## src/rtl/core/tsd_pkg.sv

```systemverilog
// ----------------------------------------------------------------------------
// tsd_pkg
// Shared types, constants and the byte-wide CRC-8 function for the
// thermometer scratchpad decoder.
// ----------------------------------------------------------------------------
package tsd_pkg;

    // Status codes of a result
    localparam logic [1:0] STATUS_OK      = 2'd0;
    localparam logic [1:0] STATUS_CRC_ERR = 2'd1;
    localparam logic [1:0] STATUS_EMPTY   = 2'd2;

    // Reflected 1-Wire CRC-8 polynomial
    localparam logic [7:0] CRC_POLY = 8'h8C;

    // Family codes that carry a 12-bit reading with 4 fraction bits
    localparam logic [7:0] FAMILY_A     = 8'h22;
    localparam logic [7:0] FAMILY_B     = 8'h28;
    localparam logic [7:0] FAMILY_EMPTY = 8'h00;

    // Fixed reading reported for any other family
    localparam logic [15:0] DEFAULT_TEMP = 16'd85;

    // One fraction step in ten-thousandths of a degree
    localparam logic [9:0] FRAC_STEP = 10'd625;

    // Reset value of the clamp register
    localparam logic [15:0] MAX_TEMP_RESET = 16'h7FFF;

    // One input item
    typedef struct packed {
        logic signed [7:0] temp_adjust;
        logic        [7:0] family_code;
        logic        [7:0] data_byte;
    } item_t;

    // One result item
    typedef struct packed {
        logic        [1:0]  status;
        logic        [13:0] temp_fraction;
        logic signed [15:0] temp_integer;
    } result_t;

    // CRC-8 over one byte, LSB first
    function automatic logic [7:0] crc8_byte(input logic [7:0] crc_in,
                                             input logic [7:0] data_in);
        logic [7:0] crc;
        logic [7:0] din;
        logic       mix;
        crc = crc_in;
        din = data_in;
        for (int k = 0; k < 8; k++)
        begin
            mix = crc[0] ^ din[0];
            crc = crc >> 1;
            if (mix)
            begin
                crc = crc ^ CRC_POLY;
            end
            din = din >> 1;
        end
        return crc;
    endfunction

endpackage

```

## src/rtl/core/thermometer_scratchpad_decoder_core.sv

```systemverilog
// ----------------------------------------------------------------------------
// thermometer_scratchpad_decoder_core
// Checks the CRC of a bus thermometer scratchpad and decodes its reading.
// ----------------------------------------------------------------------------
// Usage:
//   Scratchpad bytes arrive on the s_axis channel, byte 0 first, one per
//   transfer. The family code and adjustment are sampled with the last byte
//   of each scratchpad. After SCRATCHPAD_LENGTH transfers one result leaves
//   on m_axis; earlier bytes give no result.
//   cfg_data sets the signed upper clamp; write it only while idle. cfg_ready
//   is always high.
// Throughput: one byte per cycle while m_axis does not stall, limited by the
//   single input register and the single result register.
// Path: the transfer of the last byte loads the input register; the decoded
//   result then goes into the result register once that register is free,
//   and leaves on m_axis from there.
// Reset: CRC, byte position and raw bytes clear; clamp returns to 32767; no
//   result is pending.
// Stall: a stalled m_axis holds its result and halts every byte; the input
//   register holds at most one byte, and once it is full s_axis_tready drops.
// ----------------------------------------------------------------------------
module thermometer_scratchpad_decoder_core
#(
    parameter int SCRATCHPAD_LENGTH = 9
)
(
    input  logic        clk,
    input  logic        rst_n,
    // configuration write
    input  logic        cfg_valid,
    output logic        cfg_ready,
    input  logic [15:0] cfg_data,       // max_temperature (signed)
    // byte stream in
    input  logic        s_axis_tvalid,
    output logic        s_axis_tready,
    input  logic [15:0] s_axis_tdata,   // [7:0] data_byte, [15:8] temp_adjust
    input  logic [7:0]  s_axis_tuser,   // [7:0] family_code
    // result stream out
    output logic        m_axis_tvalid,
    input  logic        m_axis_tready,
    output logic [31:0] m_axis_tdata,   // [15:0] temp_integer, [29:16] temp_fraction,
                                        // [31:30] zero
    output logic [1:0]  m_axis_tuser    // [1:0] status
);

    logic [15:0]      max_temp_reg;
    tsd_pkg::item_t   s_item;
    tsd_pkg::item_t   held_item;
    logic             held_valid;
    logic             take;
    logic             is_last;
    logic             can_load;
    tsd_pkg::result_t dec_result;
    tsd_pkg::result_t out_result;

    // Clamp register
    assign cfg_ready = 1'b1;

    always_ff @(posedge clk or negedge rst_n)
    begin
        if (!rst_n)
        begin
            max_temp_reg <= tsd_pkg::MAX_TEMP_RESET;
        end
        else if (cfg_valid && cfg_ready)
        begin
            max_temp_reg <= cfg_data;
        end
    end

    // Unpack input payload
    assign s_item.data_byte   = s_axis_tdata[7:0];
    assign s_item.temp_adjust = s_axis_tdata[15:8];
    assign s_item.family_code = s_axis_tuser;

    // Held item advances when the result register can take a result
    assign take = held_valid && can_load;

    tsd_in_stage u_in_stage
    (
        .clk        (clk),
        .rst_n      (rst_n),
        .in_valid   (s_axis_tvalid),
        .in_ready   (s_axis_tready),
        .in_item    (s_item),
        .take       (take),
        .held_valid (held_valid),
        .held_item  (held_item)
    );

    tsd_decode
    #(
        .SCRATCHPAD_LENGTH (SCRATCHPAD_LENGTH)
    )
    u_decode
    (
        .clk      (clk),
        .rst_n    (rst_n),
        .take     (take),
        .item     (held_item),
        .max_temp (max_temp_reg),
        .is_last  (is_last),
        .result   (dec_result)
    );

    tsd_out_stage u_out_stage
    (
        .clk         (clk),
        .rst_n       (rst_n),
        .load        (take && is_last),
        .load_result (dec_result),
        .can_load    (can_load),
        .out_valid   (m_axis_tvalid),
        .out_ready   (m_axis_tready),
        .out_result  (out_result)
    );

    // Pack result payload
    assign m_axis_tdata = {2'b00, out_result.temp_fraction, out_result.temp_integer};
    assign m_axis_tuser = out_result.status;

endmodule

```

## src/rtl/core/tsd_in_stage.sv

```systemverilog
// ----------------------------------------------------------------------------
// tsd_in_stage
// Input register: holds one accepted byte item until the decode logic
// takes it.
// ----------------------------------------------------------------------------
module tsd_in_stage
(
    input  logic           clk,
    input  logic           rst_n,
    input  logic           in_valid,
    output logic           in_ready,
    input  tsd_pkg::item_t in_item,
    input  logic           take,
    output logic           held_valid,
    output tsd_pkg::item_t held_item
);

    logic           valid_reg;
    logic           valid_next;
    tsd_pkg::item_t item_reg;

    // Free when empty or when the held item leaves this cycle
    assign in_ready   = !valid_reg || take;
    assign valid_next = (in_valid && in_ready) || (valid_reg && !take);

    always_ff @(posedge clk or negedge rst_n)
    begin
        if (!rst_n)
        begin
            valid_reg <= 1'b0;
        end
        else
        begin
            valid_reg <= valid_next;
        end
    end

    // Payload load on each input transfer
    always_ff @(posedge clk)
    begin
        if (in_valid && in_ready)
        begin
            item_reg <= in_item;
        end
    end

    assign held_valid = valid_reg;
    assign held_item  = item_reg;

endmodule

```

## src/rtl/core/tsd_decode.sv

```systemverilog
// ----------------------------------------------------------------------------
// tsd_decode
// Running CRC, byte position and raw reading capture; on the last byte of
// a scratchpad forms the status and the adjusted, clamped temperature.
// ----------------------------------------------------------------------------
module tsd_decode
#(
    parameter int SCRATCHPAD_LENGTH = 9
)
(
    input  logic               clk,
    input  logic               rst_n,
    input  logic               take,
    input  tsd_pkg::item_t     item,
    input  logic [15:0]        max_temp,
    output logic               is_last,
    output tsd_pkg::result_t   result
);

    localparam int POS_W = $clog2(SCRATCHPAD_LENGTH);
    localparam logic [POS_W-1:0] LAST_POS = POS_W'(SCRATCHPAD_LENGTH - 1);

    logic [7:0]       crc_reg;
    logic [7:0]       crc_next;
    logic [POS_W-1:0] pos_reg;
    logic [POS_W-1:0] pos_next;
    logic [7:0]       raw_low_reg;
    logic [7:0]       raw_high_reg;

    logic [7:0]         crc_upd;
    logic [15:0]        raw;
    logic [15:0]        base_temp;
    logic [15:0]        sum_temp;
    logic [13:0]        frac;
    logic               known_family;

    // CRC and position update
    assign crc_upd  = tsd_pkg::crc8_byte(crc_reg, item.data_byte);
    assign is_last  = (pos_reg == LAST_POS);
    assign crc_next = is_last ? 8'h00 : crc_upd;
    assign pos_next = is_last ? '0 : pos_reg + POS_W'(1);

    always_ff @(posedge clk or negedge rst_n)
    begin
        if (!rst_n)
        begin
            crc_reg      <= 8'h00;
            pos_reg      <= '0;
            raw_low_reg  <= 8'h00;
            raw_high_reg <= 8'h00;
        end
        else if (take)
        begin
            crc_reg <= crc_next;
            pos_reg <= pos_next;
            if (pos_reg == '0)
            begin
                raw_low_reg <= item.data_byte;
            end
            if (pos_reg == POS_W'(1))
            begin
                raw_high_reg <= item.data_byte;
            end
        end
    end

    // Temperature conversion
    assign raw          = {raw_high_reg, raw_low_reg};
    assign known_family = (item.family_code == tsd_pkg::FAMILY_A) ||
                          (item.family_code == tsd_pkg::FAMILY_B);

    always_comb
    begin
        if (known_family)
        begin
            // shift by 4, fill top nibble when bits 8..11 of the result set
            base_temp = {{4{|raw[15:12]}}, raw[15:4]};
            frac      = 14'(raw[3:0]) * 14'(tsd_pkg::FRAC_STEP);
        end
        else
        begin
            base_temp = tsd_pkg::DEFAULT_TEMP;
            frac      = 14'd0;
        end
    end

    assign sum_temp = base_temp + {{8{item.temp_adjust[7]}}, item.temp_adjust};

    // Status and clamp
    always_comb
    begin
        result = '0;
        priority if (item.family_code == tsd_pkg::FAMILY_EMPTY)
        begin
            result.status = tsd_pkg::STATUS_EMPTY;
        end
        else if (crc_upd != 8'h00)
        begin
            result.status = tsd_pkg::STATUS_CRC_ERR;
        end
        else
        begin
            result.status        = tsd_pkg::STATUS_OK;
            result.temp_fraction = frac;
            if ($signed(sum_temp) > $signed(max_temp))
            begin
                result.temp_integer = $signed(max_temp);
            end
            else
            begin
                result.temp_integer = $signed(sum_temp);
            end
        end
    end

endmodule

```

## src/rtl/core/tsd_out_stage.sv

```systemverilog
// ----------------------------------------------------------------------------
// tsd_out_stage
// Result register on the master side; holds a result while the receiver
// stalls.
// ----------------------------------------------------------------------------
module tsd_out_stage
(
    input  logic             clk,
    input  logic             rst_n,
    input  logic             load,
    input  tsd_pkg::result_t load_result,
    output logic             can_load,
    output logic             out_valid,
    input  logic             out_ready,
    output tsd_pkg::result_t out_result
);

    logic             valid_reg;
    logic             valid_next;
    tsd_pkg::result_t result_reg;

    // Register is free when empty or being drained this cycle
    assign can_load   = !valid_reg || out_ready;
    assign valid_next = load || (valid_reg && !out_ready);

    always_ff @(posedge clk or negedge rst_n)
    begin
        if (!rst_n)
        begin
            valid_reg <= 1'b0;
        end
        else
        begin
            valid_reg <= valid_next;
        end
    end

    always_ff @(posedge clk)
    begin
        if (load)
        begin
            result_reg <= load_result;
        end
    end

    assign out_valid  = valid_reg;
    assign out_result = result_reg;

endmodule

```

## config.mk

```make
export PLATFORM = sky130hd
export DESIGN_NAME = thermometer_scratchpad_decoder_core
export DESIGN_NICKNAME = d
export VERILOG_FILES = /design/src/rtl/core/tsd_pkg.sv /design/src/rtl/core/thermometer_scratchpad_decoder_core.sv /design/src/rtl/core/tsd_in_stage.sv /design/src/rtl/core/tsd_decode.sv /design/src/rtl/core/tsd_out_stage.sv
export SDC_FILE = /design/constraint.sdc
export NUM_CORES = 1
export LEC_CHECK = 0
export BUFFER_PORTS_ARGS = -buffer_cell sky130_fd_sc_hd__buf_2
export CORE_MARGIN = 2
export CORE_UTILIZATION = 55
export CTS_BUF_LIST = sky130_fd_sc_hd__clkbuf_16
export CTS_CLUSTER_DIAMETER = 80
export DETAILED_ROUTE_END_ITERATION = 10
export GPL_ROUTABILITY_DRIVEN = 0
export GPL_TIMING_DRIVEN = 0
export PLACE_DENSITY = 0.77
export SKIP_LAST_GASP = 1
export SYNTH_ARGS = -nofsm -noshare
export SYNTH_HDL_FRONTEND = slang
export SYNTH_SLANG_ARGS = --single-unit
```

## constraint.sdc

```tcl
create_clock -name clk -period 6.85 [get_ports clk]
set_clock_uncertainty 0.05 [all_clocks]
set_input_delay 0.3425 -clock clk [delete_from_list [all_inputs] [get_ports clk]]
set_output_delay 0.3425 -clock clk [all_outputs]
set_load 0.03 [all_outputs]
```

==> flow_metrics.tcl <==
set metrics [dict create \
    status "completed" \
    cts_tree "built" \
    wl_met1_um 5160 \
    h-tree-depth 3 \
    multiInputGateArea_mm2 0.00260 \
    avgRoutedWirePerCell_um 15.7 \
    slew_violations 0 \
    place_hpwl_um 8240 \
    ys_seq_elements 101 \
    grt_pass1_vias 3930 \
    routed_via_density 5.53 \
    synth_flop_cell "edfxtp_1" \
    fill_cells 808 \
    hold_path.class "input pin to flip-flop" \
    fp.coreArea_mm2 0.00982 \
    synth_cell_types 53 \
    pin_count 82 \
    instances_no_fill 712 \
    antenna_found_initial 0 \
    num_rows 36 \
    cts_buffer_depth 2 \
    final_antenna_net_count 0 \
    cts_buffers 9 \
    placedInstanceArea_mm2 0.00616 \
    critPathBufInv 2 \
    final_nets 670 \
    grt_overflow 0 \
    cts_hold_buf 0 \
    max_slew_margin 0.266 \
    dr.pass1.iters 4 \
    required_ns 7.00 \
    via_count 3940 \
    ys_seq_area_frac 0.504 \
    yosysWarningCount 0 \
    cp_top_family "compound AO/OA/AOI/OAI gates" \
    startpoint_type "flip-flop" \
    setup_viol 0 \
    final.setup.tns_ns 0 \
    grt_max_degree 47 \
    n_antenna_cell 0 \
    slowest_delay_ns 0.51 \
    fin_area_mm2 0.00645 \
    met3_length_um 425 \
    regToRegSetupSlack_ns 0.96 \
    die_height_um 105 \
    clock_sinks 101 \
    finalCritPeriodShare 0.860 \
    worstSkewPairLatency_ns 0.34 \
    rsz0062_at_grt "no" \
    syn2layout_area_growth_pct 15.3 \
    grt_pass1_wl_um 18500 \
    final.min_clock_period_ns 5.89 \
    leakage_uw 0.00288 \
    top_layer "met4" \
    post-cts-setup-buffers 0 \
    synthArstFlopShare 0.455 \
    die_area_mm2 0.0110 \
    reg2reg_depth 21 \
    cap_viol_max_count 0 \
    max_freq_ghz 0.170 \
    start_util 0.570 \
    drc 0 \
    synth_edf_count 55 \
    syn_area_per_cell_um2 11.6 \
    clk_pin_slew_ns 0.07 \
    first_iter_violations 194 \
    critical_path_class "flip-flop to flip-flop" \
    drive_gt1_frac 0.271 \
    dpl.cell_count 696 \
    register_area_mm2 0.00282 \
    crit_chain "or4_1 > nor2_1 > and3_1 > clkbuf_1 > nand2b_1 > ha_1 > fa_1 > a211oi_1 > o21ai_0 > a31o_2 > o31ai_1 > nand3b_1 > nand2_1 > ha_1 > nand4_1 > nor3_1 > a21o_1 > a311oi_1 > clkbuf_1 > o21ai_0 > a21oi_2" \
    worstSetupEndpointType "flip-flop" \
    worstReg2RegStart "u_in_stage.held_item[10]$_DFFE_PP_" \
    syn_area_mm2 0.00559 \
    cts_resized 0 \
    synthCells 484 \
    worstReg2RegEnd "u_out_stage.out_result[5]$_SDFFCE_PP0P_" \
    post-place-ws_ns 1.13 \
    cp_slowest_cell "or4_1" \
    dr_wl_met2_um 5380 \
    hold_start "s_axis_tdata[0]" \
    hold_violations 0 \
    hold_end "u_in_stage.held_item[0]$_DFFE_PP_" \
    largest_register_ffs 31 \
    layout_setup_ws_ns 0.961 \
    min_path_cells 1 \
    powerDensity_mw_per_mm2 336 \
    wl_um 11200 \
    cts-root-buf "clkbuf_16" \
    vdd.ir_drop.worst_mv 0.210 \
    hold_slack_ns 0.121 \
    grt_use_total 0.212 \
    worstMarginPinSlew_ns 1.10 \
    io_buffers 78 \
    cp.arrival_ns 6.04 \
    path_max_fanout 10 \
    die_w_um 105 \
]
[final cells by class]
class	count	area share
clock inverter	7	0.00951
timing repair buffer	78	0.0605
multi-input combinational	342	0.403
inverter	26	0.0151
tap	133	0.0258
buffer	16	0.0132
clock buffer	9	0.0349
sequential	101	0.438
[logic make-up after synthesis]
logic type	synth area share
AO/OA/AOI/OAI	0.132
other	0.00134
AND/OR/NAND/NOR	0.107
multiplexers	0.0382
flip-flops	0.504
XOR/XNOR	0.0646
buffers and inverters	0.0327
adder cells (fa/ha/maj)	0.119
[Yosys cell counts, types with 15 or more instances]
cell / number / area (µm²)
nand2_1: 32 / 120
edfxtp_1: 55 / 1650
dfrtp_1: 31 / 776
mux2_2: 19 / 214
nand3_1: 19 / 95.1
a21oi_1: 19 / 95.1
dfstp_2: 15 / 394
xnor2_1: 22 / 193
inv_1: 26 / 97.6
ha_1: 47 / 588
o21ai_0: 44 / 220
nor2_1: 18 / 67.6
[layout by cell type (no fill, tap or decap), types with 5 or more instances in the layout]
master | Yosys | final
and3_1 | 7 | 7
dfrtp_1 | 31 | 31
mux2_2 | 19 | 19
nor2_1 | 18 | 17
ha_1 | 47 | 47
xor2_1 | 10 | 10
nand2_1 | 32 | 32
dfstp_2 | 15 | 15
edfxtp_1 | 55 | 55
clkbuf_1 | 9 | 9
a211oi_1 | 5 | 5
a21oi_1 | 19 | 19
inv_1 | 26 | 27
a21o_1 | 11 | 11
nand3_1 | 19 | 19
nor3_1 | 6 | 6
o21ai_0 | 44 | 44
a21oi_2 | 10 | 10
clkbuf_16 | 0 | 9
nand2b_1 | 9 | 9
and2_1 | 9 | 9
xnor2_1 | 22 | 22
buf_2 | 2 | 80
[how the worst max path moves through the flow]
| stage | start | endpoint | slack (ns) | cells past startpoint |
|---|---|---|---|---|
| after floorplan | u_in_stage.held_item[10]$_DFFE_PP_ | u_out_stage.out_result[10]$_SDFFCE_PP0P_ | 2.05 | 21 |
| after global placement | u_in_stage.held_item[10]$_DFFE_PP_ | u_out_stage.out_result[9]$_SDFFCE_PP0P_ | 1.33 | 21 |
| after detailed placement | u_in_stage.held_item[10]$_DFFE_PP_ | u_out_stage.out_result[9]$_SDFFCE_PP0P_ | 1.13 | 21 |
| after CTS | u_in_stage.held_item[10]$_DFFE_PP_ | u_out_stage.out_result[9]$_SDFFCE_PP0P_ | 1.06 | 21 |
| after global routing | u_in_stage.held_item[10]$_DFFE_PP_ | u_out_stage.out_result[4]$_SDFFCE_PP0P_ | 0.49 | 21 |
| final | u_in_stage.held_item[10]$_DFFE_PP_ | u_out_stage.out_result[5]$_SDFFCE_PP0P_ | 0.96 | 21 |
[layer usage]
metal	track usage	vias up
li1	-	1924
met1	0.283	1893
met5	0	-
met3	0.0381	23
met4	0.0686	0
met2	0.353	100
[power by group]
part | switching, µW | leakage, µW | total (µW) | internal, µW
combinational | 442 | 0.00164 | 825 | 382
sequential | 99.0 | 0.00110 | 864 | 765
clock | 227 | 0.000137 | 479 | 251
total | 769 | 0.00288 | 2170 | 1400
[metrics by stage]
| stage | utilization | power (µW) |
|---|---|---|
| after floorplan | - | 1500 |
| after detailed placement | 0.628 | 1690 |
| after global placement | 0.627 | 1640 |
| after CTS | 0.657 | 2180 |
| after global routing | 0.657 | 2330 |
| final | 0.657 | 2170 |
No activity file was read; power rests on OpenSTA's default activity.
